**config.mk**
```make
export PLATFORM = sky130hd
export DESIGN_NAME = wgh_ctrl
export DESIGN_NICKNAME = d
export VERILOG_FILES = /design/src/wgh_pkg.sv /design/src/wgh_ctrl.sv
export SDC_FILE = /design/constraint.sdc
export NUM_CORES = 1
export LEC_CHECK = 0
export ABC_AREA = 1
export BUFFER_PORTS_ARGS = -buffer_cell sky130_fd_sc_hd__buf_4
export CORE_ASPECT_RATIO = 1.75
export CORE_UTILIZATION = 54
export CTS_CLUSTER_DIAMETER = 100
export DETAILED_ROUTE_END_ITERATION = 7
export HOLD_SLACK_MARGIN = 0.1
export PLACE_DENSITY = 0.85
export RECOVER_POWER = 25
export SYNTH_ARGS = -nofsm -noshare
export SYNTH_HDL_FRONTEND = slang
export SYNTH_SLANG_ARGS = --single-unit
export TNS_END_PERCENT = 1
```
**constraint.sdc**
```tcl
create_clock -name clk_i -period 7.7 [get_ports clk_i]
set_input_delay 0.77 -clock clk_i [delete_from_list [all_inputs] [get_ports clk_i]]
set_output_delay 0.77 -clock clk_i [all_outputs]
set_load 0.02 [all_outputs]
```
**src/wgh_pkg.sv**
```systemverilog
`timescale 1ns / 1ps
`default_nettype none

package wgh_pkg;

  // Grid geometry
  localparam int GridSize  = 128;
  localparam int CoordW    = 7;
  localparam int AddrW     = 2 * CoordW;
  localparam int CellCount = GridSize * GridSize;
  localparam int FrameCount = 3;
  localparam int HeightW   = 16;
  localparam int GainW     = 16;
  localparam int QShift    = 14;

  // Sliding window over the current frame: two rows and one cell
  localparam int WinLen = 2 * GridSize + 1;
  localparam int TapS   = 0;
  localparam int TapE   = GridSize - 1;
  localparam int TapC   = GridSize;
  localparam int TapW   = GridSize + 1;
  localparam int TapN   = 2 * GridSize;

  localparam logic [AddrW-1:0]  LastAddr  = AddrW'(CellCount - 1);
  localparam logic [CoordW-1:0] LastCoord = CoordW'(GridSize - 1);

  localparam logic signed [HeightW-1:0] HeightMax = 16'sh7fff;
  localparam logic signed [HeightW-1:0] HeightMin = -16'sh8000;

  // Configuration registers
  localparam int CfgIdxW = 1;
  localparam logic [CfgIdxW-1:0] CfgCoupling = 1'b0;
  localparam logic [CfgIdxW-1:0] CfgCenter   = 1'b1;
  localparam logic [GainW-1:0] CouplingReset = 16'd419;
  localparam logic [GainW-1:0] CenterReset   = 16'd31091;

  typedef enum logic [1:0] {
    CmdClear = 2'd0,
    CmdAdd   = 2'd1,
    CmdStep  = 2'd2,
    CmdRead  = 2'd3
  } cmd_e;

  typedef struct packed {
    cmd_e                       cmd;
    logic [CoordW-1:0]          cell_x;
    logic [CoordW-1:0]          cell_y;
    logic signed [HeightW-1:0]  amount;
  } in_item_t;

  typedef struct packed {
    logic signed [HeightW-1:0]  height;
    logic                       saturated;
  } out_item_t;

  // Controller to datapath
  typedef struct packed {
    logic                       clr_we;
    logic                       step_issue;
    logic                       add_we;
    logic                       rotate;
    logic                       zero_index;
    logic                       sat_clr;
    logic [AddrW-1:0]           cnt;
    logic [AddrW-1:0]           cell_addr;
    logic signed [HeightW-1:0]  amount;
  } dp_cmd_t;

  // Datapath to controller
  typedef struct packed {
    logic signed [HeightW-1:0]  cur_height;
    logic                       add_sat;
    logic                       pipe_empty;
    logic                       step_sat;
  } dp_stat_t;

endpackage

`default_nettype wire

```
**src/wgh_ctrl.sv**
```systemverilog
`timescale 1ns / 1ps
`default_nettype none

module wgh_ctrl (
  input  wire logic                 clk_i,
  input  wire logic                 rst_ni,
  input  wire logic                 in_valid_i,
  output logic                      in_stall_o,
  input  wire wgh_pkg::in_item_t    in_item_i,
  output logic                      out_valid_o,
  input  wire logic                 out_stall_i,
  output wgh_pkg::out_item_t        out_item_o,
  output wgh_pkg::dp_cmd_t          cmd_o,
  input  wire wgh_pkg::dp_stat_t    stat_i
);

  typedef enum logic [2:0] {
    StClear,
    StIdle,
    StAccess,
    StWrite,
    StStep,
    StDrain,
    StDone
  } state_e;

  state_e                          state_q;
  logic [wgh_pkg::AddrW-1:0]       cnt_q;
  logic                            from_cmd_q;
  logic                            out_valid_q;
  wgh_pkg::in_item_t               item_q;
  wgh_pkg::out_item_t              res_q, out_item_q;

  // Commands to the datapath decode straight from the state
  always_comb begin
    cmd_o.clr_we     = (state_q == StClear);
    cmd_o.step_issue = (state_q == StStep);
    cmd_o.add_we     = (state_q == StWrite) && (item_q.cmd == wgh_pkg::CmdAdd);
    cmd_o.rotate     = (state_q == StDrain) && stat_i.pipe_empty;
    cmd_o.zero_index = (state_q == StClear) && (cnt_q == wgh_pkg::LastAddr);
    cmd_o.sat_clr    = (state_q == StStep) && (cnt_q == '0);
    cmd_o.cnt        = cnt_q;
    cmd_o.cell_addr  = {item_q.cell_y, item_q.cell_x};
    cmd_o.amount     = item_q.amount;
  end

  // State and registered outputs
  always_ff @(posedge clk_i or negedge rst_ni) begin
    if (!rst_ni) begin
      state_q     <= StClear;
      cnt_q       <= '0;
      from_cmd_q  <= 1'b0;
      out_valid_q <= 1'b0;
    end else begin
      // In the done state the hand-off below decides the output valid.
      if (out_valid_q && !out_stall_i && (state_q != StDone)) begin
        out_valid_q <= 1'b0;
      end
      unique case (state_q)
        StClear: begin
          cnt_q <= cnt_q + 1'b1;
          res_q <= '0;
          if (cnt_q == wgh_pkg::LastAddr) begin
            state_q <= from_cmd_q ? StDone : StIdle;
          end
        end
        StIdle: begin
          if (in_valid_i) begin
            item_q <= in_item_i;
            cnt_q  <= '0;
            unique case (in_item_i.cmd)
              wgh_pkg::CmdClear: begin
                from_cmd_q <= 1'b1;
                state_q    <= StClear;
              end
              wgh_pkg::CmdStep: state_q <= StStep;
              default:          state_q <= StAccess;
            endcase
          end
        end
        StAccess: state_q <= StWrite;
        StWrite: begin
          res_q.height    <= (item_q.cmd == wgh_pkg::CmdRead) ? stat_i.cur_height : '0;
          res_q.saturated <= (item_q.cmd == wgh_pkg::CmdAdd) && stat_i.add_sat;
          state_q         <= StDone;
        end
        StStep: begin
          cnt_q <= cnt_q + 1'b1;
          if (cnt_q == wgh_pkg::LastAddr) begin
            state_q <= StDrain;
          end
        end
        StDrain: begin
          if (stat_i.pipe_empty) begin
            res_q.height    <= '0;
            res_q.saturated <= stat_i.step_sat;
            state_q         <= StDone;
          end
        end
        StDone: begin
          if (!out_valid_q || !out_stall_i) begin
            out_valid_q <= 1'b1;
            out_item_q  <= res_q;
            state_q     <= StIdle;
          end
        end
        default: state_q <= StIdle;
      endcase
    end
  end

  assign in_stall_o  = (state_q != StIdle);
  assign out_valid_o = out_valid_q;
  assign out_item_o  = out_item_q;

endmodule

`default_nettype wire

```
Word-level counts from Yosys, hierarchy flattened
Cells that the tools add are included.

operators by class
  multiplexer cells = 16
  reduce and logical (&&, ||, !) cells = 22
  equality and inequality tests = 17
  add/sub/neg operators = 1

operators with widths
  kind                                                                      count
  17-bit case mux with 3 select lines                                       1
  14-bit case mux with 2 select lines                                       1
  3-bit case mux with 7 select lines                                        1
  3-bit two-way mux                                                         6
  17-bit two-way mux                                                        1
  16-bit two-way mux                                                        1
  14-bit by 1-bit adder with 14-bit output (second input constant)          1
  14-bit equality test (second input constant)                              1
  14-bit zero test                                                          1
  14-bit two-way mux                                                        1
  3-bit AND reduction                                                       4
  3-bit equality test (second input constant)                               3
  1-bit logical AND                                                         7
  3-bit by 2-bit equality test with 1-bit output (second input constant)    2
  2-bit inequality test (second input constant)                             3
  3-bit case mux with 2 select lines                                        1
  5-bit AND reduction                                                       1
  2-bit equality test (second input constant)                               2
  2-bit by 1-bit inequality test with 1-bit output (second input constant)  2
  3-bit by 1-bit equality test with 1-bit output (second input constant)    1
  3-bit zero test                                                           1
  1-bit two-way mux                                                         3
  3-bit by 1-bit inequality test with 1-bit output (second input constant)  1
  3-bit inequality test (second input constant)                             1
  other kinds (8)                                                           9

storage, ports and cells
  register bits = 85
  logic and storage cells = 68
  bits of input ports = 55
  output and inout bits = 69

Logic depth before layout (Yosys ltp)
  depth after elaboration = 6
  depth in mapped cells = 9
  depth with buffers taken out = 9

Worst setup path before layout
OpenSTA, ideal clock, no wires.

  path kind = input-to-reg
  start = input in_valid_i
  end = register item_q, in the netlist cmd_o[0], enable pin
  data arrival time = 2.339 ns
  required time = 7.279 ns
  slack = 4.939 ns
  path buffers = 1
  stages = 3
  setup time = 0.421 ns
  path through = nand2_2 buf_6 nor2_1

on the way
  word-level cells in the longest chain between the ends = 1

ends and longest elaborated chain
  element                               line            RTL
  start, declared                       wgh_ctrl.sv:7   input wire logic in_valid_i,
  3-bit AND reduction (no source line)  --
  end signal, assigned                  wgh_ctrl.sv:69  item_q <= in_item_i;
  end, declared                         wgh_ctrl.sv:31  wgh_pkg::in_item_t item_q;

No other way between the ends.
A chain may end at the register's enable or synchronous reset.

==> impl_metrics.csv <==
group,metric,value,unit
place,dpl.hpwl,5650,um
layout,nNetsFinal,481,
yosys,synthTopCellsByArea,"edfxtp_1 (54%), dfrtp_1 (13%), buf_4 (6.4%), nand2_1 (6.2%), nor2_1 (4.4%)",
layout,final_common_cell,"buf_4",
drt,dr.first_iter.drc_count,97,
sta,rsz0062_at_grt,"no",
sta,setup_viol,0,
yosys,ys_ff_latch,85,
sta,setup_ws,5.09,ns
clock_network,cts_max_level,3,
layout,multi_input_area,818,um2
drt,wl,7540,um
place,port_buffers,123,
layout,diodes,0,
place,dpl_worst_slack,5.47,ns
global_route,antenna_found_initial,0,
floorplanning,die_h,111,um
sta,fin_setup_tns,0,ns
drt,drc_errors,0,
clock_network,clock_sinks,85,
layout,fin_area,4690,um2
floorplanning,die_area,7110,um2
worst_setup_path,critPathMaxStageDelay,0.48,ns
drt,wire_per_inst,14.7,um
sta,period_share,33.9,%
layout,final_cell_mix,"buf_4 (102), edfxtp_1 (66), nand2_1 (60)",
floorplanning,num_io_pins,124,
worst_setup_path,crit_path_start_kind,"register",
sta,tightest_slew,1.17,ns
power_and_ir_drop,p_int,0.728,mW
yosys,yosysTopAreaCell,"edfxtp_1",
power_and_ir_drop,pwr-share-clk,41.0,%
clock_network,worst_skew_pair.late_latency,0.33,ns
layout,fin_util,71.7,%
worst_setup_path,r2r_cells,6,
min_path,min_to,"out_item_o[4]$_DFFE_PP_",
sta,slew_headroom,22.1,%
layout,area_growth,28.4,%
yosys,syn_inst,323,
floorplanning,rows,39,
clock_network,numCtsBuffers,9,
sta,finalMaxSlewViolations,0,
power_and_ir_drop,p_sw,0.165,mW
worst_setup_path,arrival,1.84,ns
global_route,grt_pass1_wl,12100,um
sta,hold_violations,0,
clock_network,cts_setup_buffers,0,
yosys,syn_nets,380,
worst_setup_path,reg2reg_setup_slack,5.72,ns
place,place_congestion,0.865,
worst_setup_path,r2r_start,"state_q[1]$_DFFE_PN0P_",
min_path,min_path_type,"reg2reg",
job,cap_violations,0,
worst_setup_path,crit_fanout,16,
worst_setup_path,rr_endpoint,"res_q[4]$_DFFE_PP_",
clock_network,ctsHoldBuffers,0,
drt,drtAntennaViolNets,0,
power_and_ir_drop,p_leak,2.01,nW
clock_network,path_clk_slew,0.05,ns
worst_setup_path,path_class,"reg2out",
place,dpl_cell_area,4440,um2
min_path,min_from,"res_q[4]$_DFFE_PP_",
power_and_ir_drop,ir_drop,0.000136,V
worst_setup_path,cp_slowest_cell,"dfrtp_1",
clock_network,cts_tree,"done",
worst_setup_path,cp_cell_sequence,"nor2_4, inv_4, nor2_1, inv_1, nor2_1, buf_4",
drt,viasPerCell,5.12,
worst_setup_path,crit_top_cell,"nor2_1",
power_and_ir_drop,seqPwrFrac,56.1,%
yosys,ys_types,25,
global_route,grt_max_degree,33,
clock_network,cts-root-buf,"clkbuf_16",
clock_network,cts_resized,0,
layout,drive_above_1_share,35.4,%
global_route,grt_overflow,0,
yosys,seq_area_frac_synth,67.3,%
sta,fmax,383,MHz
sta,holdWs,0.421,ns
min_path,whs_path_depth,0,
layout,seqCellArea,2460,um2
layout,fill_cells,510,
clock_network,clockBufferDepth,2,
worst_setup_path,cp-end-kind,"primary output",
floorplanning,die_w,64.2,um
power_and_ir_drop,power.density,190,nW/um2
floorplanning,core,6540,um2
sta,min_period,2.61,ns
yosys,yosysWarnings,0,
status,outcome,"complete, no violations",
sta,finalClockSkew,0.00459,ns
drt,vias,2615,
yosys,netlist_area,3650,um2
power_and_ir_drop,comb_power_share,3.0,%
power_and_ir_drop,swShare,18.4,%
yosys,synth_area_per_cell,11.3,um2
floorplanning,initial_core_util,55.9,%
worst_setup_path,crit_required,6.93,ns
global_route,grt_pass1_vias,2581,
drt,dr.pass1.iters,4,
global_route,grt_usage,23.3,%
yosys,synthDominantCellAreaShare,54.2,%
==> worst max path at each step <==
stage	start	depth (start not counted)	slack, ns	end
6_report	state_q[1]$_DFFE_PN0P_	6	5.09	cmd_o[45]
5_1_grt	state_q[0]$_DFFE_PN0P_	6	4.96	cmd_o[45]
4_1_cts	state_q[1]$_DFFE_PN0P_	6	5.10	cmd_o[45]
3_5_place_dp	state_q[1]$_DFFE_PN0P_	6	5.47	cmd_o[45]
3_3_place_gp	state_q[1]$_DFFE_PN0P_	6	5.48	cmd_o[45]
2_1_floorplan	in_valid_i	3	4.94	cmd_o[0]$_DFFE_PP_
==> power groups by stage <==
stage	clock network [mW]	logic, mW	registers (mW)
after floorplan	0	0.00208	0.509
after global placement	0	0.0273	0.509
final	0.366	0.0268	0.501
after detailed placement	0	0.0277	0.510
after global routing	0.394	0.0293	0.501
after CTS	0.376	0.0279	0.501
==> cell type report <==
type | count | share of cell area [%]
well taps | 82 | 2.19
repair buffers | 126 | 20.1
flip-flops and latches | 85 | 52.4
multi-input cells | 173 | 17.4
inverters | 29 | 2.37
clock inverters | 7 | 0.694
clock buffers | 9 | 4.80
==> cell families (layout without fill, tap and decap cells) <==
group | count (synthesis) | after routing | synth area share, %
buffers and inverters | 65 | 171 | 10.4
adders and majority gates | 2 | 2 | 0.685
xor gates and xnor gates | 1 | 1 | 0.240
DFF | 85 | 85 | 67.3
AOI/OAI and AO/OA | 23 | 23 | 3.70
and+or+nand+nor | 147 | 147 | 17.7
==> synth_stat cells (all sizes together) <==
cell and number:
xnor2 1, a21oi 6, nand4 4, nand2 65
edfxtp 66, dfrtp 19, inv 29, o21ai 15
ha 2, clkbuf 1, nor2 48, nor3 4
nand3 24, o31ai 1, buf 35, nor4 2
a22o 1
==> worst max-delay path: cells and delay by family (launching register included) <==
| family | cells | cell delay [ns] |
|---|---|---|
| buf+inv | 3 | 0.35 |
| flops | 1 | 0.48 |
| simple gates | 3 | 0.68 |
==> through the flow <==
stage	instances	power, mW
after floorplan	323	0.512
after global routing	511	0.924
after global placement	495	0.537
final	511	0.893
after detailed placement	495	0.538
after CTS	511	0.905
==> metal layers <==
layer	share of wire (%)	track usage, %	vias to the layer above
met3	6.4	5.56	22
met1	34	24.4	1215
met4	4.2	14.7	0
met2	55	40.7	127
met5	0	0	-
li1	-	-	1251
==> registers in the layout, indices dropped and copies added (netlist names) <==
register / cells
state_q: 3
cnt_q: 14
item_q: 2
res_q: 17
cmd_o: 30
out_item_o: 17
from_cmd_q: 1
out_valid_o: 1
No activity file was read; power rests on OpenSTA's default activity.
